**src/rtl/dctt_pkg.sv**
```systemverilog
// Shared types and constants for the delayed-call timer table.
// Used by dctt_ctrl, dctt_dp and delayed_call_timer_table_top; no dependencies.
package dctt_pkg;

    localparam int SLOTS = 16;
    localparam int IDX_W = $clog2(SLOTS);
    localparam int CNT_W = $clog2(SLOTS + 1);

    typedef enum logic [2:0] {
        FN_ADD      = 3'd0,
        FN_REMOVE   = 3'd1,
        FN_FOREVER  = 3'd2,
        FN_CONTAINS = 3'd3,
        FN_RESTART  = 3'd4,
        FN_TICK     = 3'd5,
        FN_COUNT    = 3'd6,
        FN_NONE     = 3'd7
    } func_t;

    typedef struct packed {
        func_t       func;
        logic [31:0] now_ms;
        logic [31:0] period_ms;
        logic [3:0]  handle;
    } req_t;

    typedef struct packed {
        logic       is_expiry;
        logic       ok;
        logic [3:0] timer_handle;
        logic [4:0] active_count;
        logic       finished;
        logic       last;
    } rsp_t;

    typedef struct packed {
        logic load;
        logic idx_clr;
        logic idx_inc;
        logic do_add;
        logic do_drop;
        logic do_forever;
        logic do_restart;
        logic do_rearm;
        logic cnt_inc;
        logic fix_total;
        logic set_ok;
        logic emit_op;
        logic emit_exp;
        logic emit_done;
    } cmd_t;

    typedef struct packed {
        func_t func;
        logic  idx_end;
        logic  match;
        logic  expired;
        logic  rep_one;
    } sts_t;

endpackage

```
**src/rtl/dctt_ctrl.sv**
```systemverilog
// Sequencer for the timer table: decodes a request and steps the datapath.
// Depends on dctt_pkg.
module dctt_ctrl (
    input  logic           clk,
    input  logic           rst_n,
    input  logic           start,
    output logic           busy,
    input  dctt_pkg::sts_t sts,
    output dctt_pkg::cmd_t cmd
);

    typedef enum logic [5:0] {
        S_IDLE     = 6'b000001,
        S_DISPATCH = 6'b000010,
        S_SEARCH   = 6'b000100,
        S_COUNT    = 6'b001000,
        S_EMIT     = 6'b010000,
        S_FIN      = 6'b100000
    } state_t;

    state_t state_reg, state_next;

    assign busy = (state_reg != S_IDLE);

    always_comb
    begin
        cmd        = '0;
        state_next = state_reg;
        case (state_reg)
            S_IDLE:
            begin
                if (start)
                begin
                    cmd.load    = 1'b1;
                    cmd.idx_clr = 1'b1;
                    state_next  = S_DISPATCH;
                end
            end
            S_DISPATCH:
            begin
                case (sts.func)
                    dctt_pkg::FN_ADD:
                    begin
                        cmd.do_add = 1'b1;
                        state_next = S_FIN;
                    end
                    dctt_pkg::FN_REMOVE, dctt_pkg::FN_CONTAINS:
                        state_next = S_SEARCH;
                    dctt_pkg::FN_FOREVER:
                    begin
                        cmd.do_forever = 1'b1;
                        state_next     = S_FIN;
                    end
                    dctt_pkg::FN_RESTART:
                    begin
                        cmd.do_restart = 1'b1;
                        state_next     = S_FIN;
                    end
                    dctt_pkg::FN_TICK:
                        state_next = S_COUNT;
                    default:
                        state_next = S_FIN;
                endcase
            end
            S_SEARCH:
            begin
                if (sts.idx_end)
                    state_next = S_FIN;
                else if (sts.match)
                begin
                    cmd.set_ok  = 1'b1;
                    cmd.do_drop = (sts.func == dctt_pkg::FN_REMOVE);
                    state_next  = S_FIN;
                end
                else
                    cmd.idx_inc = 1'b1;
            end
            S_COUNT:
            begin
                // first pass: count finishing timers so every event carries the final total
                if (sts.idx_end)
                begin
                    cmd.fix_total = 1'b1;
                    cmd.idx_clr   = 1'b1;
                    state_next    = S_EMIT;
                end
                else
                begin
                    cmd.cnt_inc = sts.expired & sts.rep_one;
                    cmd.idx_inc = 1'b1;
                end
            end
            S_EMIT:
            begin
                if (sts.idx_end)
                begin
                    cmd.emit_done = 1'b1;
                    state_next    = S_IDLE;
                end
                else if (sts.expired)
                begin
                    cmd.emit_exp = 1'b1;
                    if (sts.rep_one)
                        cmd.do_drop = 1'b1;   // hold index: next entry moves up
                    else
                    begin
                        cmd.do_rearm = 1'b1;
                        cmd.idx_inc  = 1'b1;
                    end
                end
                else
                    cmd.idx_inc = 1'b1;
            end
            S_FIN:
            begin
                cmd.emit_op = 1'b1;
                state_next  = S_IDLE;
            end
            default:
                state_next = S_IDLE;
        endcase
    end

    always_ff @(posedge clk or negedge rst_n)
    begin
        if (!rst_n)
            state_reg <= S_IDLE;
        else
            state_reg <= state_next;
    end

endmodule

```
**src/rtl/dctt_dp.sv**
```systemverilog
// Datapath of the timer table: timer stores, active list, free stack, result register.
// Depends on dctt_pkg.
module dctt_dp (
    input  logic           clk,
    input  logic           rst_n,
    input  dctt_pkg::req_t request,
    input  dctt_pkg::cmd_t cmd,
    output dctt_pkg::sts_t sts,
    output logic           result_valid,
    output dctt_pkg::rsp_t result
);

    localparam int SL = dctt_pkg::SLOTS;
    localparam int IW = dctt_pkg::IDX_W;
    localparam int CW = dctt_pkg::CNT_W;

    logic [31:0]   period_reg [SL];
    logic [31:0]   start_reg  [SL];
    logic [15:0]   rep_reg    [SL];
    logic [IW-1:0] order_reg  [SL];
    logic [IW-1:0] free_reg   [SL];

    dctt_pkg::req_t req_reg;
    logic [CW-1:0]  total_reg, free_total_reg, fresh_reg;
    logic [CW-1:0]  idx_reg, cnt_reg, fin_total_reg;
    logic           ok_reg;
    logic [IW-1:0]  rh_reg;
    logic           result_valid_reg;
    dctt_pkg::rsp_t result_reg;

    logic [IW-1:0] cur_t;
    logic [IW-1:0] hnd;
    logic [31:0]   elapsed;
    logic [32:0]   end_sum;
    logic          add_can, from_free, from_fresh, add_ok;
    logic [IW-1:0] add_t;
    logic [IW-1:0] free_top;

    assign hnd      = req_reg.handle[IW-1:0];
    assign cur_t    = order_reg[idx_reg[IW-1:0]];
    assign elapsed  = req_reg.now_ms - start_reg[cur_t];
    assign end_sum  = {1'b0, req_reg.now_ms} + {1'b0, req_reg.period_ms};
    assign free_top = free_total_reg[IW-1:0] - 1'b1;

    assign add_can    = (total_reg < CW'(SL)) && !end_sum[32];
    assign from_free  = (free_total_reg != '0);
    assign from_fresh = (fresh_reg < CW'(SL));
    assign add_ok     = add_can && (from_free || from_fresh);
    assign add_t      = from_free ? free_reg[free_top] : fresh_reg[IW-1:0];

    assign sts.func    = req_reg.func;
    assign sts.idx_end = (idx_reg >= total_reg);
    assign sts.match   = (cur_t == hnd);
    assign sts.expired = (elapsed >= period_reg[cur_t]);
    assign sts.rep_one = (rep_reg[cur_t] == 16'd1);

    // timer stores, request register, status and result registers
    always_ff @(posedge clk)
    begin
        if (cmd.load)
            req_reg <= request;
        if (cmd.do_add && add_ok)
        begin
            period_reg[add_t] <= req_reg.period_ms;
            start_reg[add_t]  <= req_reg.now_ms;
            rep_reg[add_t]    <= 16'd1;
            order_reg[total_reg[IW-1:0]] <= add_t;
        end
        if (cmd.do_forever)
            rep_reg[hnd] <= 16'd0;
        if (cmd.do_restart)
            start_reg[hnd] <= req_reg.now_ms;
        if (cmd.do_rearm)
        begin
            start_reg[cur_t] <= req_reg.now_ms;
            if (rep_reg[cur_t] > 16'd1)
                rep_reg[cur_t] <= rep_reg[cur_t] - 16'd1;
        end
        if (cmd.do_drop)
        begin
            if (free_total_reg < CW'(SL))
                free_reg[free_total_reg[IW-1:0]] <= cur_t;
            // close the gap behind the dropped entry
            for (int i = 0; i < SL - 1; i++)
            begin
                if (CW'(i) >= idx_reg)
                    order_reg[i] <= order_reg[i + 1];
            end
        end
        if (cmd.do_add)
        begin
            ok_reg <= add_ok;
            rh_reg <= add_ok ? add_t : '0;
        end
        else if (cmd.load)
        begin
            ok_reg <= 1'b0;
            rh_reg <= '0;
        end
        else if (cmd.set_ok)
            ok_reg <= 1'b1;
        if (cmd.fix_total)
            fin_total_reg <= total_reg - cnt_reg;
        if (cmd.emit_exp)
            result_reg <= '{1'b1, 1'b0, cur_t, fin_total_reg, sts.rep_one, 1'b0};
        else if (cmd.emit_done)
            result_reg <= '{1'b0, 1'b0, 4'd0, total_reg, 1'b0, 1'b1};
        else if (cmd.emit_op)
            result_reg <= '{1'b0, ok_reg, rh_reg, total_reg, 1'b0, 1'b1};
    end

    // list bookkeeping and walk counters
    always_ff @(posedge clk or negedge rst_n)
    begin
        if (!rst_n)
        begin
            total_reg        <= '0;
            free_total_reg   <= '0;
            fresh_reg        <= '0;
            idx_reg          <= '0;
            cnt_reg          <= '0;
            result_valid_reg <= 1'b0;
        end
        else
        begin
            result_valid_reg <= cmd.emit_exp | cmd.emit_done | cmd.emit_op;
            if (cmd.idx_clr)
                idx_reg <= '0;
            else if (cmd.idx_inc)
                idx_reg <= idx_reg + 1'b1;
            if (cmd.load || cmd.fix_total)
                cnt_reg <= '0;
            else if (cmd.cnt_inc)
                cnt_reg <= cnt_reg + 1'b1;
            if (cmd.do_add && add_ok)
            begin
                total_reg <= total_reg + 1'b1;
                if (from_free)
                    free_total_reg <= free_total_reg - 1'b1;
                else
                    fresh_reg <= fresh_reg + 1'b1;
            end
            else if (cmd.do_drop)
            begin
                total_reg <= total_reg - 1'b1;
                if (free_total_reg < CW'(SL))
                    free_total_reg <= free_total_reg + 1'b1;
            end
        end
    end

    assign result_valid = result_valid_reg;
    assign result       = result_reg;

    a_total_range: assert property (@(posedge clk) disable iff (!rst_n)
        total_reg <= CW'(SL))
        else $error("active total beyond table size");

    a_handles_conserved: assert property (@(posedge clk) disable iff (!rst_n)
        ({1'b0, total_reg} + {1'b0, free_total_reg}) == {1'b0, fresh_reg})
        else $error("handle lost or duplicated");

    a_finish_count: assert property (@(posedge clk) disable iff (!rst_n)
        cnt_reg <= total_reg)
        else $error("finish count exceeds active total");

endmodule

```
**src/rtl/delayed_call_timer_table_top.sv**
```systemverilog
// Top level of the delayed-call timer table.
// Depends on dctt_pkg, dctt_ctrl and dctt_dp.
//
//  channel   | handshake            | payload
//  ----------+----------------------+-------------------------------
//  request   | start && !busy       | request (func, now_ms, period_ms, handle)
//  result    | result_valid strobe  | result (is_expiry, ok, timer_handle,
//            |                      |   active_count, finished, last)
//
// Add, set forever, restart and count pass from dispatch straight to the final
// state and one result. Remove and contains walk the active list one entry a
// cycle until a match or the end. A tick walks the list twice (one pass counts
// finishing timers, one emits events).
// Reset clears the list counters and the sequencer; stores are written before use.
// Results appear at most one per cycle, each valid for one cycle; the receiver cannot stall.
// busy stays high until the last result of a request has been issued.
module delayed_call_timer_table_top (
    input  logic           clk,
    input  logic           rst_n,
    input  logic           start,
    output logic           busy,
    input  dctt_pkg::req_t request,
    output logic           result_valid,
    output dctt_pkg::rsp_t result
);

    dctt_pkg::cmd_t cmd;
    dctt_pkg::sts_t sts;

    // sequencer: decode the request and advance through the walk
    dctt_ctrl u_ctrl (
        .clk   (clk),
        .rst_n (rst_n),
        .start (start),
        .busy  (busy),
        .sts   (sts),
        .cmd   (cmd)
    );

    // stores, active list, free stack and the result register
    dctt_dp u_dp (
        .clk          (clk),
        .rst_n        (rst_n),
        .request      (request),
        .cmd          (cmd),
        .sts          (sts),
        .result_valid (result_valid),
        .result       (result)
    );

endmodule
```
**config.mk**
```make
export PLATFORM = sky130hd
export DESIGN_NAME = delayed_call_timer_table_top
export DESIGN_NICKNAME = d
export VERILOG_FILES = /design/src/rtl/dctt_pkg.sv /design/src/rtl/dctt_ctrl.sv /design/src/rtl/dctt_dp.sv /design/src/rtl/delayed_call_timer_table_top.sv
export SDC_FILE = /design/constraint.sdc
export NUM_CORES = 2
export LEC_CHECK = 0
export ABC_AREA = 1
export BUFFER_PORTS_ARGS = -buffer_cell sky130_fd_sc_hd__buf_2
export CAP_MARGIN = 20
export CELL_PAD_IN_SITES_DETAIL_PLACEMENT = 1
export CELL_PAD_IN_SITES_GLOBAL_PLACEMENT = 2
export CORE_ASPECT_RATIO = 0.8
export CORE_MARGIN = 3
export CORE_UTILIZATION = 32
export CTS_CLUSTER_DIAMETER = 200
export DETAILED_ROUTE_END_ITERATION = 8
export PLACE_DENSITY = 0.62
export SYNTH_ARGS = -nofsm -noshare
export SYNTH_HDL_FRONTEND = slang
export SYNTH_SLANG_ARGS = --single-unit
```
**constraint.sdc**
```tcl
create_clock -name clk -period 11.95 [get_ports clk]
set_input_delay 1.7925 -clock clk [delete_from_list [all_inputs] [get_ports clk]]
set_output_delay 1.7925 -clock clk [all_outputs]
set_load 0.03 [all_outputs]
```
After elaboration in Yosys (flattened, before gate mapping):

Memory sizes are Yosys's and may differ from the RTL's.
Index checks and enable logic that the tools add are counted.

* bits of input ports: 74
* memories kept: 5
* output and inout bits: 15
* latch bits: 0
* register bits: 126
* bits in writable memories: 1408
* bits in read-only memories: 0

Memories
* u_dp.period_reg: depth 16, width 32, read ports 1, clocked after Yosys merged registers in 0, wr ports 1, line dctt_dp.sv:17 `logic [31:0] period_reg [SL];`
* u_dp.start_reg: depth 16, width 32, read ports 1, clocked after Yosys merged registers in 0, wr ports 1, line dctt_dp.sv:18 `logic [31:0] start_reg [SL];`
* u_dp.rep_reg: depth 16, width 16, read ports 1, clocked after Yosys merged registers in 0, wr ports 1, line dctt_dp.sv:19 `logic [15:0] rep_reg [SL];`
* u_dp.free_reg: depth 16, width 4, read ports 1, clocked after Yosys merged registers in 0, wr ports 1, line dctt_dp.sv:21 `logic [IW-1:0] free_reg [SL];`
* u_dp.order_reg: depth 16, width 4, read ports 16, clocked after Yosys merged registers in 0, wr ports 15, line dctt_dp.sv:20 `logic [IW-1:0] order_reg [SL];`

* reduce and logical (&&, ||, !) cells: 26
* eq/ne operators: 19
* bitwise operators: 4
* shift-type cells: 0
* mux-type cells: 135
* multipliers: 0
* order comparisons: 21
* $add $sub $neg: 12
* div/mod/pow operators: 0

Operators with widths (count)
* 1-bit two-way mux: 94
* 32-bit two-way mux: 2
* 32-bit OR reduction: 2
* 5-bit two-way mux: 10
* 4-bit two-way mux: 10
* 4-bit by 5-bit greater-or-equal comparator with 1-bit output (first input constant): 7
* 32-bit by 32-bit adder with 33-bit output: 1
* 32-bit greater-or-equal comparator: 1
* 16-bit two-way mux: 2
* 16-bit OR reduction: 2
* 32-bit subtractor: 1
* 6-bit two-way mux: 5
* 6-bit case mux with 5 select lines: 1
* 13-bit two-way mux: 2
* 5-bit by 1-bit adder with 5-bit output (second input constant): 5
* 3-bit by 5-bit greater-or-equal comparator with 1-bit output (first input constant): 4
* 16-bit by 1-bit == test with 1-bit output (second input constant): 1
* 16-bit by 1-bit greater-than comparator with 1-bit output (second input constant): 1
* 16-bit by 1-bit subtractor with 16-bit output (second input constant): 1
* 5-bit less-than comparator (second input constant): 3
* 6-bit case mux with 2 select lines: 1
* 2-bit nonzero test: 6
* 11-bit two-way mux: 1
* 1-bit by 5-bit greater-or-equal comparator with 1-bit output (first input constant): 2
* 36 further kinds: 52

Depth between registers and ports, before layout:

An unclocked memory read counts as a cell.

* word-level depth: 11
* depth in mapped cells: 54
* mapped depth without buffers: 46

Modules after synthesis:

A second synthesis with hierarchy kept.

* cells, all modules: 5001
* area, all modules: 64599.5 µm²

By module, submodules not included
* dctt_dp: times used 1, area each 64100.2 µm², cells each 4926
* dctt_ctrl: times used 1, area each 499.2 µm², cells each 75

Least setup slack after synthesis:

OpenSTA, ideal clock, no wires.

* kind: register to register
* start: register u_dp.idx_reg[1]
* end: memory u_dp.start_reg[12][0] (enable)
* path slack: 3.231 ns
* setup time: 0.421 ns
* data required time: 11.529 ns
* arrival time: 8.298 ns
* path buffers: 7
* cell stages (with the launch flop): 49
* cell sequence: dfrtp_1 buf_4 inv_4 nand2_1 nor2_1 o21ai_1 nand3_2 nand2_4 inv_1 buf_2 buf_2 buf_2 buf_2 buf_2 buf_1 nand2_1 nand3_1 nand3_1 [... 13 more ...] a21oi_1 o21ai_0 a21boi_0 o21ai_0 xor2_1 ha_1 a21oi_1 nor2_1 a211oi_1 o221a_2 nand2_1 nand2_1 clkinv_1 nand2_1 nand2_1 o21ai_0 nand3_1 nor2_1

* cells in the longest elaborated chain, start to end: 11
* elaborated cells between the ends (all ways): 17

Ends and longest elaborated chain
* start: declaration: line dctt_dp.sv:25 `logic [CW-1:0] idx_reg, cnt_reg, fin_total_reg;`
* start signal: assignment: line dctt_dp.sv:130 `idx_reg <= idx_reg + 1'b1;`
* memory read 16 x 4 bit *
* named net u_dp.cur_t[0]: line dctt_dp.sv:31 `logic [IW-1:0] cur_t;`
* memory read 16 x 32 bit / memory read 16 x 16 bit (equally long branches)
* 32-bit subtractor / 16-bit by 1-bit == test with 1-bit output (equally long branches): line dctt_dp.sv:41, dctt_dp.sv:55
* 32-bit greater-or-equal comparator / 1-bit two-way mux (equally long branches): line dctt_dp.sv:54, dctt_ctrl.sv:103
* 1-bit two-way mux: line dctt_ctrl.sv:100 `else if (sts.expired)`
* 1-bit two-way mux: line dctt_ctrl.sv:95 `if (sts.idx_end)`
* 1-bit two-way mux: line dctt_ctrl.sv:29 `case (state_reg)`
* 1-bit two-way mux: line dctt_dp.sv:73 `if (cmd.do_rearm)`
* 1-bit two-way mux (not written as such): line dctt_dp.sv:75 `start_reg[cur_t] <= req_reg.now_ms;`
* 32-bit OR reduction (no source line)
* 4-bit two-way mux (no source line) / 1-bit two-way mux (equally long branches)
* end: declaration: line dctt_dp.sv:18

Mark *: on every way through the listed nets, which the timed path passes. The rest lies on a longest branch.

Final worst setup path:

* start: register u_dp.idx_reg[2]
* end: memory u_dp.start_reg[2][8] (enable)

* cells in the longest elaborated chain, start to end: 11
* elaborated cells between the ends (all ways): 17

Ends and longest elaborated chain (line)
* memory read 16 x 4 bit
* memory read 16 x 32 bit / memory read 16 x 16 bit (equally long branches)
* 32-bit subtractor / 16-bit by 1-bit == test with 1-bit output (equally long branches): dctt_dp.sv:41, dctt_dp.sv:55
* 32-bit greater-or-equal comparator / 1-bit two-way mux (equally long branches): dctt_dp.sv:54, dctt_ctrl.sv:103
* 1-bit two-way mux: dctt_ctrl.sv:100
* 1-bit two-way mux: dctt_ctrl.sv:95
* 1-bit two-way mux: dctt_ctrl.sv:29
* 1-bit two-way mux: dctt_dp.sv:73
* 1-bit two-way mux (not written as such): dctt_dp.sv:75
* 32-bit OR reduction (no source line)
* 4-bit two-way mux (no source line) / 1-bit two-way mux (equally long branches)

Parallel ways exist; a longest one is shown, timed or not.

==> metrics.yaml <==
pwr:
  p_leak_nw: 26.0
  p_per_area_mw_per_mm2: 203
  vdd_drop_max_mv: 0.161
worst_setup_path:
  slowest_stage: "dfrtp_1"
  crit_required_ns: 12.41
  end_kind: "flip-flop"
  cp_common_cell: "nand2_1"
  critical_path_class: "reg2reg"
  cp_slowest_stage_delay_ns: 0.91
  worstPathArrival_ns: 11.23
  crit_fanout: 171
  cp-start-kind: "flip-flop"
grt:
  grt_pass1_vias: 44503
  grt_use_total_pct: 19.8
  overflow: 0
  grt_max_degree: 172
  grt_pass1_wl_um: 313000
  antenna_found_initial: 13
logic_synthesis:
  synth_seq_area_share_pct: 69.5
  ys.warnings.count: 0
  yosys.area.top_type: "edfxtp_1"
  synth-async-reset-ratio_pct: 2.09
  synth_fp_nets: 5640
  syn_area_per_cell_um2: 12.1
  synth_edf_count: 1499
  synth-seq-cells: 1534
  synthFlopType: "edfxtp_1"
  synth_area_leaders: "edfxtp_1 68%, o21ai_0 4.6%, nor2_1 4.0%, nand2_1 3.8%, nand3_1 2.5%"
  netlist_area_mm2: 0.0660
  synth_cells: 5441
  synth_cell_types: 60
  synth_top_area_share_pct: 68.2
clocking:
  post_cts_buffers: 0
  clkLatencyLatePin_ns: 0.80
  clockBufferDepth: 3
  cts_root_buf: "clkbuf_16"
  cts_tree: "done"
  htreeDepth: 4
  cts_resized: 0
  cts.clk_slew.worst_paths_ns: 0.06
  cts_sinks: 1534
  ctsHoldBuffers: 0
  cts-buffers-inserted: 169
cells_and_area:
  fillers: 21602
  multi_input_area_mm2: 0.0178
  final_nets: 5732
  syn2layout_area_growth_pct: 14.6
  fin_cells: 8373
  ff_latch_area_mm2: 0.0459
  layout-drive-gt1-share_pct: 9.80
floorplan:
  fp-row-count: 148
  die-height_um: 412
  start_util_pct: 32.3
  dieArea_mm2: 0.212
  coreArea_mm2: 0.204
  pin_count: 89
  die_x_um: 514
timing:
  timing.slew.headroom_pct: 18.8
  rsz0062_at_grt: "false"
  max_freq_ghz: 0.0929
  drv_slew: 0
  worstMarginPinSlew_ns: 1.22
  period_share_pct: 90.1
  clock_skew_ns: 0.0404
  post-route-min-period_ns: 10.77
  finalHoldViolations: 0
  setup_viol: 0
  setup_tns_ns: 0
min_path:
  hold_path_class: "reg2reg"
routing:
  post_drt_wl_per_cell_um: 25.3
  vias: 43626
  drc: 0
  dr.first_iter.drc_count: 3601
  viasPerCell: 5.21
  antenna_left: 0
  drt-pass1-iter-count: 7
  wl_um: 212000
flow_run:
  max_cap_viol_count: 0
placed_design:
  dpl.hpwl_um: 128000
  place_inst: 8060
  routabilityCongestion: 0.796
  io_buffers: 88
run_status:
  outcome: "complete, no violations"
## metrics by stage
step / util [%] / cell area (um2) / hold WS, ns / power [mW] / setup slack [ns]
2_1_floorplan: - / 66000 / 0.444 / 8.88 / 3.23
3_3_place_gp: 34.2 / 69800 / 0.447 / 10.4 / 1.28
3_5_place_dp: 34.4 / 70300 / 0.454 / 10.4 / 1.15
4_1_cts: 37.0 / 75500 / 0.465 / 15.5 / 1.10
5_1_grt: 37.0 / 75600 / 0.470 / 16.2 / 0.184
6_report: 37.0 / 75600 / 0.459 / 15.3 / 1.18
## critical path: cells and delay by family (launching register included)
family / cells / cell delay [ns]
adders and majority gates: 2 / 0.59
and+or+nand+nor: 25 / 4.15
DFF: 1 / 0.91
buffers and inverters: 6 / 1.93
AOI/OAI and AO/OA: 10 / 2.45
## cell usage after synthesis, drive strengths merged, types with 32 or more instances
cell type     n
nor2        715
inv         348
buf          88
clkbuf      225
nand2       672
nand3       326
xor2         46
o211ai      148
o22ai       119
ha          121
o221ai      132
o21ai       625
nand3b       95
a21oi        95
edfxtp     1499
nand4        32
## layout by cell type (no fill, tap or decap), types with 30 or more instances in the layout
cell type	Yosys	routed
o22ai_1	119	119
o211ai_1	146	146
xor2_1	46	46
buf_2	46	88
nor2_1	703	654
inv_1	339	337
o221ai_1	132	132
clkbuf_1	225	44
o21ai_0	608	604
nand3b_1	95	95
nand3_1	325	325
nand4_1	30	30
clkbuf_16	0	171
a21oi_1	95	95
buf_4	11	113
nand2_1	662	661
dfrtp_1	31	31
ha_1	121	121
nor2_4	4	37
clkinv_1	3	46
edfxtp_1	1499	1499
## final timing paths
| kind | start | endpoint | slack (ns) | depth (start not counted) |
|---|---|---|---|---|
| min in group asynchronous | rst_n | u_dp.total_reg[2] | 1.15 | 1 |
| worst max-delay path | u_dp.idx_reg[2] | u_dp.start_reg[2][8] | 1.18 | 43 |
| worst min register to register | u_dp.result[12] | u_dp.result[12] | 0.46 | 2 |
| max in group asynchronous | rst_n | u_ctrl.state_reg[4] | 10.22 | 1 |
| worst min-delay path | u_dp.result[12] | u_dp.result[12] | 0.46 | 2 |
| worst max register to register | u_dp.idx_reg[2] | u_dp.start_reg[2][8] | 1.18 | 43 |
## metal layers
| layer | up-vias | global-route usage [%] | wire length, um | share of wire [%] |
|---|---|---|---|---|
| met2 | 976 | 29.8 | 92000 | 43 |
| met4 | 2 | 3.62 | 3290 | 1.6 |
| li1 | 20026 | - | - | - |
| met5 | - | 0 | 7 | 0.0033 |
| met3 | 223 | 3.12 | 10400 | 4.9 |
| met1 | 22399 | 30.3 | 106000 | 50 |
## cell families after synthesis
kind of cell / Yosys count / synth area share, %
AOI/OAI and AO/OA: 1183 / 10.9
and+or+nand+nor: 1862 / 12.1
buffers and inverters: 664 / 4.07
DFF: 1534 / 69.5
muxes: 9 / 0.137
adders and majority gates: 125 / 2.42
xor gates and xnor gates: 64 / 0.850
## final cells by class
cell class                      count  share of cell area, %
Antenna cell                        2                0.00662
Timing Repair Buffer              234                   2.61
Clock inverter                     91                   1.01
Clock buffer                      218                   5.94
Inverter                          351                   1.78
Tap cell                         2700                   4.47
Multi-Input combinational cell   3243                   23.5
Sequential cell                  1534                   60.7
## where the power goes
part / switching [mW] / internal, mW
clock: 2.21 / 2.83
combinational: 2.73 / 1.08
sequential: 0.199 / 6.29
(Power assumes the default switching activity.)
